File: src/rtl/core/usedst_pkg.sv
// usedst_pkg: widths, constants and item types of the us eastern dst offset pipeline
// no dependencies; used by every module in rtl/core

package usedst_pkg;

	localparam int unsigned TIME_W   = 33;
	localparam int unsigned OFFSET_W = 16;
	localparam int unsigned DAYS_W   = 17;
	localparam int unsigned DOE_W    = 18;
	localparam int unsigned YOE_W    = 9;
	localparam int unsigned YEAR_W   = 12;
	localparam int unsigned SECS_W   = 34;

	// seconds to days: (t >> 7) / 675 by reciprocal, exact for 26-bit operands
	localparam logic [26:0] DAY_RECIP = 27'd101806633;

	// civil-from-days constants, day numbers counted from 0000-03-01
	localparam logic [19:0] EPOCH_SHIFT = 20'd719468;
	localparam logic [19:0] ERA4_START  = 20'd584388;
	localparam logic [19:0] ERA5_START  = 20'd730485;
	localparam logic [17:0] DOE_CENT1   = 18'd36524;
	localparam logic [17:0] DOE_CENT2   = 18'd73048;
	localparam logic [17:0] DOE_CENT3   = 18'd109572;

	// (doe >> 2) / 365 and n / 365 by reciprocal
	localparam logic [16:0] RECIP_1460 = 17'd91930;
	localparam logic [18:0] RECIP_365  = 19'd367720;

	localparam logic [8:0] YOE_CENT1 = 9'd100;
	localparam logic [8:0] YOE_CENT2 = 9'd200;
	localparam logic [8:0] YOE_CENT3 = 9'd300;
	localparam logic [8:0] DOY_JAN   = 9'd306;

	localparam logic [YEAR_W-1:0] YEAR_ERA4 = 12'd1600;
	localparam logic [YEAR_W-1:0] YEAR_ERA5 = 12'd2000;

	// x % 7 by reciprocal, exact for 17-bit operands
	localparam logic [17:0] MOD7_RECIP = 18'd149797;

	localparam logic [16:0] SECS_PER_DAY = 17'd86400;
	// 07:00 utc on the march sunday
	localparam logic [SECS_W-1:0] START_SECS = 34'd25200;
	// 06:00 utc on the november sunday, 238 days after the march sunday
	localparam logic [SECS_W-1:0] END_SECS   = 34'd20584800;

	localparam logic signed [OFFSET_W-1:0] OFFSET_DAYLIGHT = -16'sd14400;
	localparam logic signed [OFFSET_W-1:0] OFFSET_STANDARD = -16'sd18000;

	typedef struct packed {
		logic [TIME_W-1:0] t;
		logic              era5;
		logic [DOE_W-1:0]  doe;
	} usedst_doe_t;

	typedef struct packed {
		logic [TIME_W-1:0] t;
		logic [YEAR_W-1:0] year;
	} usedst_year_t;

endpackage

File: src/rtl/core/usedst_days.sv
// usedst_days: two stages, unix seconds to era and day of era
// depends on usedst_pkg

module usedst_days (
	input  logic                                clk,
	input  logic                                arst_n,
	input  logic                                in_valid,
	output logic                                in_ready,
	input  logic [usedst_pkg::TIME_W-1:0]       unix_seconds,
	output logic                                out_valid,
	input  logic                                out_ready,
	output usedst_pkg::usedst_doe_t             out_item
);

	logic                            valid_s1, valid_s2;
	logic                            take_s1, take_s2;
	logic [usedst_pkg::TIME_W-1:0]   t_s1;
	logic [52:0]                     prod_s1;
	usedst_pkg::usedst_doe_t         item_s2;

	logic [usedst_pkg::DAYS_W-1:0]   days;
	logic [19:0]                     z;
	logic                            era5;
	logic [19:0]                     doe_full;

	assign take_s2  = !valid_s2 || out_ready;
	assign take_s1  = !valid_s1 || take_s2;
	assign in_ready = take_s1;

	// stage 1: reciprocal multiply for the day number
	always_ff @(posedge clk or negedge arst_n) begin
		if (!arst_n) begin
			valid_s1 <= 1'b0;
		end else if (take_s1) begin
			valid_s1 <= in_valid;
		end
	end

	always_ff @(posedge clk) begin
		if (take_s1 && in_valid) begin
			t_s1    <= unix_seconds;
			prod_s1 <= 53'(unix_seconds[32:7]) * 53'(usedst_pkg::DAY_RECIP);
		end
	end

	// stage 2: era is 4 or 5 over the whole input range
	always_comb begin
		days     = prod_s1[52:36];
		z        = 20'(days) + usedst_pkg::EPOCH_SHIFT;
		era5     = (z >= usedst_pkg::ERA5_START);
		doe_full = z - (era5 ? usedst_pkg::ERA5_START : usedst_pkg::ERA4_START);
	end

	always_ff @(posedge clk or negedge arst_n) begin
		if (!arst_n) begin
			valid_s2 <= 1'b0;
		end else if (take_s2) begin
			valid_s2 <= valid_s1;
		end
	end

	always_ff @(posedge clk) begin
		if (take_s2 && valid_s1) begin
			item_s2.t    <= t_s1;
			item_s2.era5 <= era5;
			item_s2.doe  <= doe_full[usedst_pkg::DOE_W-1:0];
		end
	end

	assign out_valid = valid_s2;
	assign out_item  = item_s2;

endmodule

File: src/rtl/core/usedst_year.sv
// usedst_year: five stages, era and day of era to utc calendar year
// depends on usedst_pkg

module usedst_year (
	input  logic                        clk,
	input  logic                        arst_n,
	input  logic                        in_valid,
	output logic                        in_ready,
	input  usedst_pkg::usedst_doe_t     in_item,
	output logic                        out_valid,
	input  logic                        out_ready,
	output usedst_pkg::usedst_year_t    out_item
);

	logic valid_s3, valid_s4, valid_s5, valid_s6, valid_s7;
	logic take_s3, take_s4, take_s5, take_s6, take_s7;

	usedst_pkg::usedst_doe_t          item_s3, item_s4, item_s5, item_s6;
	logic [32:0]                      prod_s3;
	logic [1:0]                       cent_s3;
	logic [usedst_pkg::DOE_W-1:0]     n_s4;
	logic [36:0]                      prod_s5;
	logic [usedst_pkg::YOE_W-1:0]     yoe_s6;
	logic [8:0]                       doy_s6;
	usedst_pkg::usedst_year_t         item_s7;

	logic [1:0]                       cent;
	logic [7:0]                       q1460;
	logic [usedst_pkg::DOE_W-1:0]     n;
	logic [usedst_pkg::YOE_W-1:0]     yoe;
	logic [1:0]                       yoe_cent;
	logic [usedst_pkg::DOE_W-1:0]     yoe_days;
	logic [usedst_pkg::DOE_W-1:0]     doy_full;
	logic [usedst_pkg::YEAR_W-1:0]    year;

	assign take_s7  = !valid_s7 || out_ready;
	assign take_s6  = !valid_s6 || take_s7;
	assign take_s5  = !valid_s5 || take_s6;
	assign take_s4  = !valid_s4 || take_s5;
	assign take_s3  = !valid_s3 || take_s4;
	assign in_ready = take_s3;

	always_ff @(posedge clk or negedge arst_n) begin
		if (!arst_n) begin
			valid_s3 <= 1'b0;
			valid_s4 <= 1'b0;
			valid_s5 <= 1'b0;
			valid_s6 <= 1'b0;
			valid_s7 <= 1'b0;
		end else begin
			if (take_s3) valid_s3 <= in_valid;
			if (take_s4) valid_s4 <= valid_s3;
			if (take_s5) valid_s5 <= valid_s4;
			if (take_s6) valid_s6 <= valid_s5;
			if (take_s7) valid_s7 <= valid_s6;
		end
	end

	// doe / 36524 - doe / 146096
	always_comb begin
		cent = 2'(in_item.doe >= usedst_pkg::DOE_CENT1)
			+ 2'(in_item.doe >= usedst_pkg::DOE_CENT2)
			+ 2'(in_item.doe >= usedst_pkg::DOE_CENT3);
	end

	// stage 3: doe / 1460 by reciprocal
	always_ff @(posedge clk) begin
		if (take_s3 && in_valid) begin
			item_s3 <= in_item;
			prod_s3 <= 33'(in_item.doe[17:2]) * 33'(usedst_pkg::RECIP_1460);
			cent_s3 <= cent;
		end
	end

	// stage 4: leap-corrected day count
	always_comb begin
		q1460 = prod_s3[32:25];
		n     = item_s3.doe - 18'(q1460) + 18'(cent_s3);
	end

	always_ff @(posedge clk) begin
		if (take_s4 && valid_s3) begin
			item_s4 <= item_s3;
			n_s4    <= n;
		end
	end

	// stage 5: year of era by reciprocal
	always_ff @(posedge clk) begin
		if (take_s5 && valid_s4) begin
			item_s5 <= item_s4;
			prod_s5 <= 37'(n_s4) * 37'(usedst_pkg::RECIP_365);
		end
	end

	// stage 6: day of the march-based year
	always_comb begin
		yoe      = prod_s5[35:27];
		yoe_cent = 2'(yoe >= usedst_pkg::YOE_CENT1)
			+ 2'(yoe >= usedst_pkg::YOE_CENT2)
			+ 2'(yoe >= usedst_pkg::YOE_CENT3);
		yoe_days = 18'(yoe) * 18'd365 + 18'(yoe[8:2]) - 18'(yoe_cent);
		doy_full = item_s5.doe - yoe_days;
	end

	always_ff @(posedge clk) begin
		if (take_s6 && valid_s5) begin
			item_s6 <= item_s5;
			yoe_s6  <= yoe;
			doy_s6  <= doy_full[8:0];
		end
	end

	// stage 7: january and february belong to the next civil year
	always_comb begin
		year = 12'(yoe_s6)
			+ (item_s6.era5 ? usedst_pkg::YEAR_ERA5 : usedst_pkg::YEAR_ERA4)
			+ 12'(doy_s6 >= usedst_pkg::DOY_JAN);
	end

	always_ff @(posedge clk) begin
		if (take_s7 && valid_s6) begin
			item_s7.t    <= item_s6.t;
			item_s7.year <= year;
		end
	end

	assign out_valid = valid_s7;
	assign out_item  = item_s7;

endmodule

File: src/rtl/core/usedst_window.sv
// usedst_window: five stages, year to the dst window and the final flag
// depends on usedst_pkg

module usedst_window (
	input  logic                        clk,
	input  logic                        arst_n,
	input  logic                        in_valid,
	output logic                        in_ready,
	input  usedst_pkg::usedst_year_t    in_item,
	output logic                        out_valid,
	input  logic                        out_ready,
	output logic                        dst
);

	logic valid_s8, valid_s9, valid_s10, valid_s11, valid_s12;
	logic take_s8, take_s9, take_s10, take_s11, take_s12;

	logic [usedst_pkg::TIME_W-1:0]  t_s8, t_s9, t_s10, t_s11;
	logic [usedst_pkg::DAYS_W-1:0]  base_s8;
	logic [usedst_pkg::DAYS_W-1:0]  x_s9;
	logic [34:0]                    prod_s9;
	logic [usedst_pkg::DAYS_W-1:0]  start_day_s10;
	logic [usedst_pkg::SECS_W-1:0]  day_secs_s11;
	logic                           dst_s12;

	logic                           era5;
	logic [usedst_pkg::YEAR_W-1:0]  yoe_full;
	logic [usedst_pkg::YOE_W-1:0]   yoe;
	logic [1:0]                     yoe_cent;
	logic [20:0]                    base_full;
	logic [usedst_pkg::DAYS_W-1:0]  x;
	logic [14:0]                    q7;
	logic [usedst_pkg::DAYS_W-1:0]  rem_full;
	logic [2:0]                     dow;
	logic [3:0]                     first;
	logic [usedst_pkg::SECS_W-1:0]  start_secs;
	logic [usedst_pkg::SECS_W-1:0]  end_secs;
	logic [usedst_pkg::SECS_W-1:0]  t_wide;

	assign take_s12 = !valid_s12 || out_ready;
	assign take_s11 = !valid_s11 || take_s12;
	assign take_s10 = !valid_s10 || take_s11;
	assign take_s9  = !valid_s9  || take_s10;
	assign take_s8  = !valid_s8  || take_s9;
	assign in_ready = take_s8;

	always_ff @(posedge clk or negedge arst_n) begin
		if (!arst_n) begin
			valid_s8  <= 1'b0;
			valid_s9  <= 1'b0;
			valid_s10 <= 1'b0;
			valid_s11 <= 1'b0;
			valid_s12 <= 1'b0;
		end else begin
			if (take_s8)  valid_s8  <= in_valid;
			if (take_s9)  valid_s9  <= valid_s8;
			if (take_s10) valid_s10 <= valid_s9;
			if (take_s11) valid_s11 <= valid_s10;
			if (take_s12) valid_s12 <= valid_s11;
		end
	end

	// stage 8: day number of march 1 of the year
	always_comb begin
		era5      = (in_item.year >= usedst_pkg::YEAR_ERA5);
		yoe_full  = in_item.year - (era5 ? usedst_pkg::YEAR_ERA5 : usedst_pkg::YEAR_ERA4);
		yoe       = yoe_full[usedst_pkg::YOE_W-1:0];
		yoe_cent  = 2'(yoe >= usedst_pkg::YOE_CENT1)
			+ 2'(yoe >= usedst_pkg::YOE_CENT2)
			+ 2'(yoe >= usedst_pkg::YOE_CENT3);
		base_full = 21'(era5 ? usedst_pkg::ERA5_START : usedst_pkg::ERA4_START)
			+ 21'(yoe) * 21'd365 + 21'(yoe[8:2]) - 21'(yoe_cent)
			- 21'(usedst_pkg::EPOCH_SHIFT);
	end

	always_ff @(posedge clk) begin
		if (take_s8 && in_valid) begin
			t_s8    <= in_item.t;
			base_s8 <= base_full[usedst_pkg::DAYS_W-1:0];
		end
	end

	// stage 9: weekday reciprocal, day 0 of the count was a thursday
	assign x = base_s8 + 17'd4;

	always_ff @(posedge clk) begin
		if (take_s9 && valid_s8) begin
			t_s9    <= t_s8;
			x_s9    <= x;
			prod_s9 <= 35'(x) * 35'(usedst_pkg::MOD7_RECIP);
		end
	end

	// stage 10: second sunday of march; november 1 shares the weekday of march 1
	always_comb begin
		q7       = prod_s9[34:20];
		rem_full = x_s9 - 17'({q7, 3'b000}) + 17'(q7);
		dow      = rem_full[2:0];
		first    = (dow == 3'd0) ? 4'd1 : (4'd8 - 4'(dow));
	end

	always_ff @(posedge clk) begin
		if (take_s10 && valid_s9) begin
			t_s10         <= t_s9;
			start_day_s10 <= x_s9 + 17'(first) + 17'd2;
		end
	end

	// stage 11: midnight of the march sunday in seconds
	always_ff @(posedge clk) begin
		if (take_s11 && valid_s10) begin
			t_s11        <= t_s10;
			day_secs_s11 <= 34'(start_day_s10) * 34'(usedst_pkg::SECS_PER_DAY);
		end
	end

	// stage 12: half-open window test
	always_comb begin
		start_secs = day_secs_s11 + usedst_pkg::START_SECS;
		end_secs   = day_secs_s11 + usedst_pkg::END_SECS;
		t_wide     = 34'(t_s11);
	end

	always_ff @(posedge clk) begin
		if (take_s12 && valid_s11) begin
			dst_s12 <= (t_wide >= start_secs) && (t_wide < end_secs);
		end
	end

	assign out_valid = valid_s12;
	assign dst       = dst_s12;

endmodule

File: src/rtl/core/us_eastern_dst_offset_top.sv
// us_eastern_dst_offset_top: unix seconds to us eastern dst flag and utc offset
// depends on usedst_pkg, usedst_days, usedst_year, usedst_window
//
// channel | direction | handshake            | payload
// --------+-----------+----------------------+-------------------------------------
// in      | input     | in_valid / in_ready  | unix_seconds[32:0]
// out     | output    | out_valid / out_ready| dst_active, utc_offset_seconds[15:0]
//
// twelve register stages; one item enters per cycle while in_ready is high; its result
// passes through stages 1 to 12 in order and is held on the output until out_ready takes it
// each stage holds one item and takes a new one whenever it is empty or its
// successor moves, so bubbles close up and a full pipeline holds twelve items
// a stall on out_ready backs up stage by stage; nothing is dropped or repeated
// arst_n clears the stage valid bits and the in-flight count; payload registers load on demand

module us_eastern_dst_offset_top (
	input  logic                                           clk,
	input  logic                                           arst_n,
	input  logic                                           in_valid,
	output logic                                           in_ready,
	input  logic [usedst_pkg::TIME_W-1:0]                  unix_seconds,
	output logic                                           out_valid,
	input  logic                                           out_ready,
	output logic                                           dst_active,
	output logic signed [usedst_pkg::OFFSET_W-1:0]         utc_offset_seconds
);

	localparam int unsigned PIPE_DEPTH = 12;

	// days -> year handoff
	logic                       days_valid;
	logic                       days_ready;
	usedst_pkg::usedst_doe_t    days_item;

	// year -> window handoff
	logic                       yr_valid;
	logic                       yr_ready;
	usedst_pkg::usedst_year_t   yr_item;

	logic                       dst;

	// items accepted but not yet delivered, for checking only
	logic [3:0]                 inflight_q;
	logic                       in_fire;
	logic                       out_fire;

	// stages 1-2: seconds to day number, then era and day of era
	usedst_days u_days (
		.clk          (clk),
		.arst_n       (arst_n),
		.in_valid     (in_valid),
		.in_ready     (in_ready),
		.unix_seconds (unix_seconds),
		.out_valid    (days_valid),
		.out_ready    (days_ready),
		.out_item     (days_item)
	);

	// stages 3-7: civil-from-days down to the utc year
	usedst_year u_year (
		.clk       (clk),
		.arst_n    (arst_n),
		.in_valid  (days_valid),
		.in_ready  (days_ready),
		.in_item   (days_item),
		.out_valid (yr_valid),
		.out_ready (yr_ready),
		.out_item  (yr_item)
	);

	// stages 8-12: march and november sundays and the window compare
	usedst_window u_window (
		.clk       (clk),
		.arst_n    (arst_n),
		.in_valid  (yr_valid),
		.in_ready  (yr_ready),
		.in_item   (yr_item),
		.out_valid (out_valid),
		.out_ready (out_ready),
		.dst       (dst)
	);

	// offset follows the registered flag directly
	assign dst_active         = dst;
	assign utc_offset_seconds = dst ? usedst_pkg::OFFSET_DAYLIGHT
		: usedst_pkg::OFFSET_STANDARD;

	assign in_fire  = in_valid && in_ready;
	assign out_fire = out_valid && out_ready;

	always_ff @(posedge clk or negedge arst_n) begin
		if (!arst_n) begin
			inflight_q <= 4'd0;
		end else begin
			case ({in_fire, out_fire})
				2'b10: begin
					inflight_q <= inflight_q + 4'd1;
				end
				2'b01: begin
					inflight_q <= inflight_q - 4'd1;
				end
				default: begin
					inflight_q <= inflight_q;
				end
			endcase
		end
	end

	// the pipeline never holds more items than it has stages
	a_inflight_bound: assert property (@(posedge clk) disable iff (!arst_n)
		inflight_q <= 4'(PIPE_DEPTH))
		else $error("more items in flight than pipeline stages");

	// a result is only shown for an item that was accepted
	a_no_phantom: assert property (@(posedge clk) disable iff (!arst_n)
		out_valid |-> (inflight_q != 4'd0))
		else $error("result shown with no item in flight");

	// a year item blocked at the window stays put until taken
	a_year_hold: assert property (@(posedge clk) disable iff (!arst_n)
		(yr_valid && !yr_ready) |=> (yr_valid && $stable(yr_item)))
		else $error("year item lost or changed while stalled");

endmodule

File: config.mk
export PLATFORM = sky130hd
export DESIGN_NAME = us_eastern_dst_offset_top
export DESIGN_NICKNAME = d
export VERILOG_FILES = /design/src/rtl/core/usedst_pkg.sv /design/src/rtl/core/usedst_days.sv /design/src/rtl/core/usedst_year.sv /design/src/rtl/core/usedst_window.sv /design/src/rtl/core/us_eastern_dst_offset_top.sv
export SDC_FILE = /design/constraint.sdc
export NUM_CORES = 2
export LEC_CHECK = 0
export BUFFER_PORTS_ARGS = -buffer_cell sky130_fd_sc_hd__buf_2
export CAP_MARGIN = 20
export CORE_UTILIZATION = 32
export CTS_BUF_LIST = sky130_fd_sc_hd__clkbuf_8
export DETAILED_ROUTE_END_ITERATION = 16
export SLEW_MARGIN = 10
export SYNTH_ARGS = -nofsm -noshare
export SYNTH_HDL_FRONTEND = slang
export SYNTH_SLANG_ARGS = --single-unit
File: constraint.sdc
create_clock -name clk -period 7 [get_ports clk]
set_input_delay 1.4 -clock clk [delete_from_list [all_inputs] [get_ports clk]]
set_output_delay 1.4 -clock clk [all_outputs]
set_load 0.02 [all_outputs]
# Word level (Yosys, flattened, before mapping)
# Index checks and enable logic that the tools add are counted.
# classes
n_addsub	28
n_mul	7
div	0
n_lt_le_gt_ge	14
n_eq_ne	0
n_shift	0
mux	6
n_bitwise	0
n_reduce_logical	38
# op_table
operator	n
26-bit by 27-bit multiplier with 53-bit output (second input constant)	1
18-bit by 17-bit >= comparator with 1-bit output (second input constant)	2
34-bit by 15-bit adder with 34-bit output (second input constant)	1
34-bit by 25-bit adder with 34-bit output (second input constant)	1
33-bit by 34-bit >= comparator with 1-bit output	1
33-bit by 34-bit less-than comparator with 1-bit output	1
18-bit by 16-bit multiplier with 33-bit output (second input constant)	1
16-bit by 16-bit multiplier with 32-bit output (second input constant)	1
9-bit >= comparator (second input constant)	3
17-bit by 10-bit multiplier with 27-bit output (second input constant)	1
17-bit by 18-bit multiplier with 23-bit output (second input constant)	1
17-bit by 20-bit adder with 20-bit output (second input constant)	1
20-bit >= comparator (second input constant)	1
18-bit by 2-bit adder with 18-bit output	1
18-bit by 16-bit >= comparator with 1-bit output (second input constant)	1
9-bit by 7-bit >= comparator with 1-bit output (second input constant)	2
9-bit by 8-bit >= comparator with 1-bit output (second input constant)	2
18-bit 2-to-1 mux	1
9-bit 2-to-1 mux	2
18-bit subtractor	1
18-bit by 8-bit subtractor with 18-bit output	1
9-bit subtractor	2
17-bit adder	1
17-bit by 2-bit adder with 17-bit output (second input constant)	1
24 further kinds	62
# totals
ff_bits	704
latch_bits	0
mem_bits_rw	0
mem_bits_ro	0
out_inout_bits	19
n_memories	0

# Longest topological paths before layout
# depth
depth_word	14
ltp_mapped	32

# Cells and area by module
# Synthesis repeated with hierarchy kept, for this count alone.
# hier_totals
hier_cells	4473
area_unflattened_um2	52838.2
# modules_own_cells
module	instances	cells_each	area_per_inst_um2	seq_area_each_um2
usedst_year	1	1692	21520.6	8262.9
usedst_window	1	1492	17125.2	6070.8
usedst_days	1	1271	14068.5	3113.0
us_eastern_dst_offset_top	1	18	123.9	0.0

# Worst setup path before layout
# Ideal clock, no wire load.
# synth_timing
kind	input to register
from	input unix_seconds[27] in the netlist's numbering
to	register u_days.prod_s1[47] (data pin)
setup_time_ns	0.258
arrival_ns	6.935
t_required_ns	6.742
path_slack_ns	-0.193
path_stages	21
path_buffers	0
path_cell_list	fa_1 -> ha_1 -> inv_1 -> fa_1 -> inv_1 -> fa_1 -> inv_1 -> fa_1 -> fa_1 -> inv_1 -> fa_1 -> ha_1 -> nand2_1 -> nor4_1 -> nand2_1 -> o41ai_2 -> o2111ai_1 -> a311oi_1 -> o21ai_0 -> nor2b_1 -> xnor2_1
# synth_between
elab_chain_len	1
# synth_rtl
item	line	rtl
start, declared	us_eastern_dst_offset_top.sv:21	input logic [usedst_pkg::TIME_W-1:0] unix_seconds,
26-bit by 27-bit multiplier with 53-bit output	usedst_days.sv:42	prod_s1 <= 53'(unix_seconds[32:7]) * 53'(usedst_pkg::DAY_RECIP);
end signal, assigned	usedst_days.sv:42	
end, declared	usedst_days.sv:18	logic [52:0] prod_s1;
# No other way between the ends.
# A chain may end at the register's enable or synchronous reset.

# Worst setup path in the final report
# layout_timing
from	input unix_seconds[26] in the netlist's numbering
to	register u_days.prod_s1[49] (data pin)
# The elaborated chain is that of the path after synthesis.

==> reports/results.tsv <==
stage	metric	value	unit
placed_design	number of buffer cells added on primary ports	48	
global_route	grt ovf	0	
route	total wirelength of the detailed-routed design	95.43	mm
clocking	number of buffers inserted for hold repair after clock tree synthesis	0	
clocking	CTS tree	built	
clocking	buffer cell driving the clock tree root	sky130_fd_sc_hd__clkbuf_8	
clocking	maximum buffer depth of the clock tree	3	
logic_synthesis	netlist area before placement	51810	um2
clocking	Sink Count	599	
min_path	worst min path class	register to register	
logic_synthesis	fraction of the yosys area taken by sequential cells	34.60	%
sta	achievable clock frequency	145.3	MHz
clocking	Clock Pin Slew Worst Setup and Hold Paths	0.06	ns
floorplan	overall die height	404.4	um
logic_synthesis	cells taking the most area after synthesis	sky130_fd_sc_hd__edfxtp_1 (34%), sky130_fd_sc_hd__ha_1 (24%), sky130_fd_sc_hd__fa_1 (21%)	
logic_synthesis	Netlist cell types	72	
placed_design	placed instance count	6552	
final_layout	total non-filler cell area in the finished layout	58070	um2
clocking	insertion delay to the later sink of the worst-skew pair	0.72	ns
critical_path	kind of cell with the highest combined delay on the critical path	adder cells	
min_path	startpoint of the most critical hold path	u_window.t_s10[18]	
floorplan	Die X	404.4	um
sta	final critical-path share of the clock period	98.32	%
critical_path	Worst Path Required	7.44	ns
critical_path	maximum fanout count along the critical path	4	
route	number of antenna-violating nets in the routed design	0	
logic_synthesis	cells after synthesis	4202	
final_layout	Final Core Density	36.17	%
sta	max-slew violation count	0	
route	average detailed-routed wire length per instance	14.15	um
final_layout	final std cells w/o fill	6742	
sta	RSZ-0062 raised after global routing	yes	
critical_path	stage delay of the slowest cell on the critical path	0.57	ns
global_route	global routing usage summed across all routing layers	12.00	%
min_path	Worst Hold Path EP	u_window.t_s11[18]	
critical_path	worst setup slack for register-to-register paths	0.39	ns
logic_synthesis	number of enable flip-flop cells after synthesis	587	
route	DR DRC count	0	
floorplan	core area	160600	um2
critical_path	standard cell with the maximum stage delay on the critical path	sky130_fd_sc_hd__fa_1	
critical_path	critical setup path kind	primary input to register	
global_route	maximum number of pins on one net before global-route repair	63	
logic_synthesis	dominant cell by count in the synthesized netlist	sky130_fd_sc_hd__ha_1	
logic_synthesis	share of synthesized flip-flops with an asynchronous set or reset	2.003	%
sta	count of endpoints failing hold in the final timing report	0	
floorplan	die outline area	163500	um2
final_layout	proportion of layout cells with a drive suffix above 1	8.972	%
logic_synthesis	Seq cells post-synth	599	
logic_synthesis	average cell area after synthesis	12.33	um2
route	total number of vias	29250	
critical_path	Setup crit start kind	primary input	
global_route	antenna violations before repair	1	
critical_path	crit path buf inv count	9	
final_layout	Layout Nets	6066	
route	Pre-Repair DR Iteration Count	5	
logic_synthesis	post-synth top area share	34.02	%
logic_synthesis	primary flip-flop cell chosen by synthesis mapping	sky130_fd_sc_hd__edfxtp_1	
global_route	vias in the first global route	31130	
critical_path	Crit Reg-Reg Endpoint	u_window.base_s8[15]	
sta	clk_skew	0.03567	ns
logic_synthesis	Synth warnings	0	
sta	min Tclk post-route	6.882	ns
floorplan	initial core utilization	32.27	%
final_layout	signed area change from the synthesized netlist to the final layout	12.09	%
logic_synthesis	most used standard cells in the synthesized netlist	sky130_fd_sc_hd__ha_1 (999), sky130_fd_sc_hd__inv_1 (991), sky130_fd_sc_hd__edfxtp_1 (587), sky130_fd_sc_hd__fa_1 (531), sky130_fd_sc_hd__xnor2_1 (166)	
route	initial detailed-routing violation count	1142	
placed_design	DP HPWL	78.70	mm
sta	relative slew slack	32.14	%
critical_path	endpoint kind of the worst setup timing path	register	
critical_path	dominant cell type by count on the critical path	sky130_fd_sc_hd__fa_1	
clocking	# H-tree levels	3	
run	Maximum Capacitance Violations	0	
placed_design	placed instance area	55920	um2
min_path	Worst Hold Path Cells	0	
placed_design	final weighted congestion in routability-driven placement	0.8537	
sta	final-layout setup total negative slack	0	ns
sta	Worst-Margin Slew	1.018	ns
critical_path	arrival time at the worst endpoint	7.32	ns
critical_path	startpoint of the lowest-slack register-to-register path	u_year.out_item[4]	
floorplan	I/O pin count	56	
floorplan	row count	147	
clocking	number of CTS-inserted buffers	101	
logic_synthesis	cell type contributing the most total cell area after synthesis	sky130_fd_sc_hd__edfxtp_1	
global_route	global-route wire length before repair	158.0	mm
status	run status	finished clean	
sta	final setup violation count	0	
route	vias per std cell	4.339	
critical_path	worst-case reg-to-reg path depth	26	
==> repair_timing <==
item | 4_1_cts | 5_1_grt
setup buffers | 0 | 4
resized for setup | 0 | 35
endpoints found under the setup margin | 0 | 16
==> cell usage in the layout, fill, tap and decap left out, drive strengths merged, types with 22 or more instances in the layout <==
| cell type | netlist | final |
|---|---|---|
| and3 | 23 | 23 |
| o21a | 24 | 24 |
| inv | 991 | 1027 |
| nand3 | 48 | 48 |
| nor2b | 36 | 36 |
| ha | 999 | 999 |
| o21ai | 67 | 67 |
| xor2 | 66 | 66 |
| clkinv | 0 | 34 |
| nor2 | 99 | 99 |
| a211oi | 24 | 24 |
| nand2b | 24 | 24 |
| a21oi | 100 | 100 |
| nand4 | 35 | 35 |
| fa | 531 | 531 |
| a21o | 54 | 54 |
| xnor2 | 166 | 166 |
| nor3 | 22 | 22 |
| edfxtp | 587 | 587 |
| clkbuf | 11 | 103 |
| buf | 15 | 214 |
| nand2 | 90 | 90 |
==> worst register-to-register path: stages (launching register included) <==
cell and delay, ns:
sky130_fd_sc_hd__edfxtp_1 0.47, sky130_fd_sc_hd__o21ai_1 0.16, sky130_fd_sc_hd__nor2_1 0.06, sky130_fd_sc_hd__nor2_2 0.18, sky130_fd_sc_hd__inv_1 0.10, sky130_fd_sc_hd__ha_1 0.21, sky130_fd_sc_hd__ha_1 0.21, sky130_fd_sc_hd__inv_1 0.06
sky130_fd_sc_hd__a31oi_1 0.12, sky130_fd_sc_hd__xnor2_1 0.18, sky130_fd_sc_hd__ha_1 0.42, sky130_fd_sc_hd__fa_1 0.52, sky130_fd_sc_hd__ha_1 0.29, sky130_fd_sc_hd__inv_1 0.05, sky130_fd_sc_hd__fa_1 0.47, sky130_fd_sc_hd__inv_1 0.05
sky130_fd_sc_hd__fa_1 0.52, sky130_fd_sc_hd__inv_1 0.05, sky130_fd_sc_hd__fa_1 0.53, sky130_fd_sc_hd__inv_1 0.04, sky130_fd_sc_hd__ha_1 0.35, sky130_fd_sc_hd__a211oi_2 0.26, sky130_fd_sc_hd__o31ai_1 0.14, sky130_fd_sc_hd__or4_1 0.43
sky130_fd_sc_hd__a41o_1 0.23, sky130_fd_sc_hd__a21oi_1 0.17, sky130_fd_sc_hd__xnor2_1 0.08
==> routing by layer <==
metal / vias up / share of wire [%] / routed length, um / global-route usage [%]
li1: 14570 / - / - / -
met1: 14260 / 48 / 45430 / 16.21
met2: 308 / 48 / 45540 / 20.16
met3: 110 / 2.9 / 2743 / 1.846
met4: 0 / 1.8 / 1715 / 2.725
met5: - / 0 / 0 / 0
==> per-stage QoR <==
step                setup slack (ns)  hold slack, ns
floorplan                   -0.06393          0.4003
global placement             -0.7472          0.4003
detailed placement           -0.7027          0.4045
CTS                          0.07044          0.3915
global route                 -0.1163          0.4064
finish                        0.1176          0.3993
==> how the worst max path moves through the flow <==
stage	startpoint	slack, ns	endpoint	cells after the start
2_1_floorplan	unix_seconds[26]	-0.06	u_days.prod_s1[49]	21
3_3_place_gp	unix_seconds[13]	-0.75	u_days.prod_s1[48]	24
3_5_place_dp	unix_seconds[13]	-0.70	u_days.prod_s1[48]	24
4_1_cts	u_year.out_item[4]	0.07	u_window.base_s8[15]	26
5_1_grt	unix_seconds[26]	-0.12	u_days.prod_s1[49]	26
6_report	unix_seconds[26]	0.12	u_days.prod_s1[49]	26
==> registers in the layout (all words and copies together) (netlist names), 20 cells and up <==
| register | flops |
|---|---|
| u_days.out_item | 52 |
| u_days.prod_s1 | 20 |
| u_days.t_s1 | 30 |
| u_window.day_secs_s11 | 27 |
| u_window.t_s10 | 33 |
| u_window.t_s11 | 33 |
| u_window.t_s8 | 33 |
| u_window.t_s9 | 33 |
| u_year.item_s3 | 52 |
| u_year.item_s4 | 43 |
| u_year.item_s5 | 43 |
| u_year.item_s6 | 34 |
| u_year.out_item | 45 |
==> cells by family after synthesis <==
family / after synthesis / synth area share [%]
other: 2 / 0.01450
muxes: 4 / 0.07970
buffers and inverters: 1017 / 7.477
and+or+nand+nor: 437 / 4.253
adders and majority gates: 1530 / 44.64
AOI/OAI and AO/OA: 381 / 5.009
xor gates and xnor gates: 232 / 3.922
DFF: 599 / 34.60
==> area by class of cell <==
class,instances,area (um2)
fill,15610,102500
tap,2160,2703
clock inverter,83,580.6
clock buffer,102,1404
sequential,599,17930
inverter,991,3720
antenna,1,2.502
timing repair buffer,215,1523
multi-input combinational,2591,30210
Power is left out: the tool's default activity adds up to more than one toggle a clock period on the data nets, which glitch-free logic cannot reach.
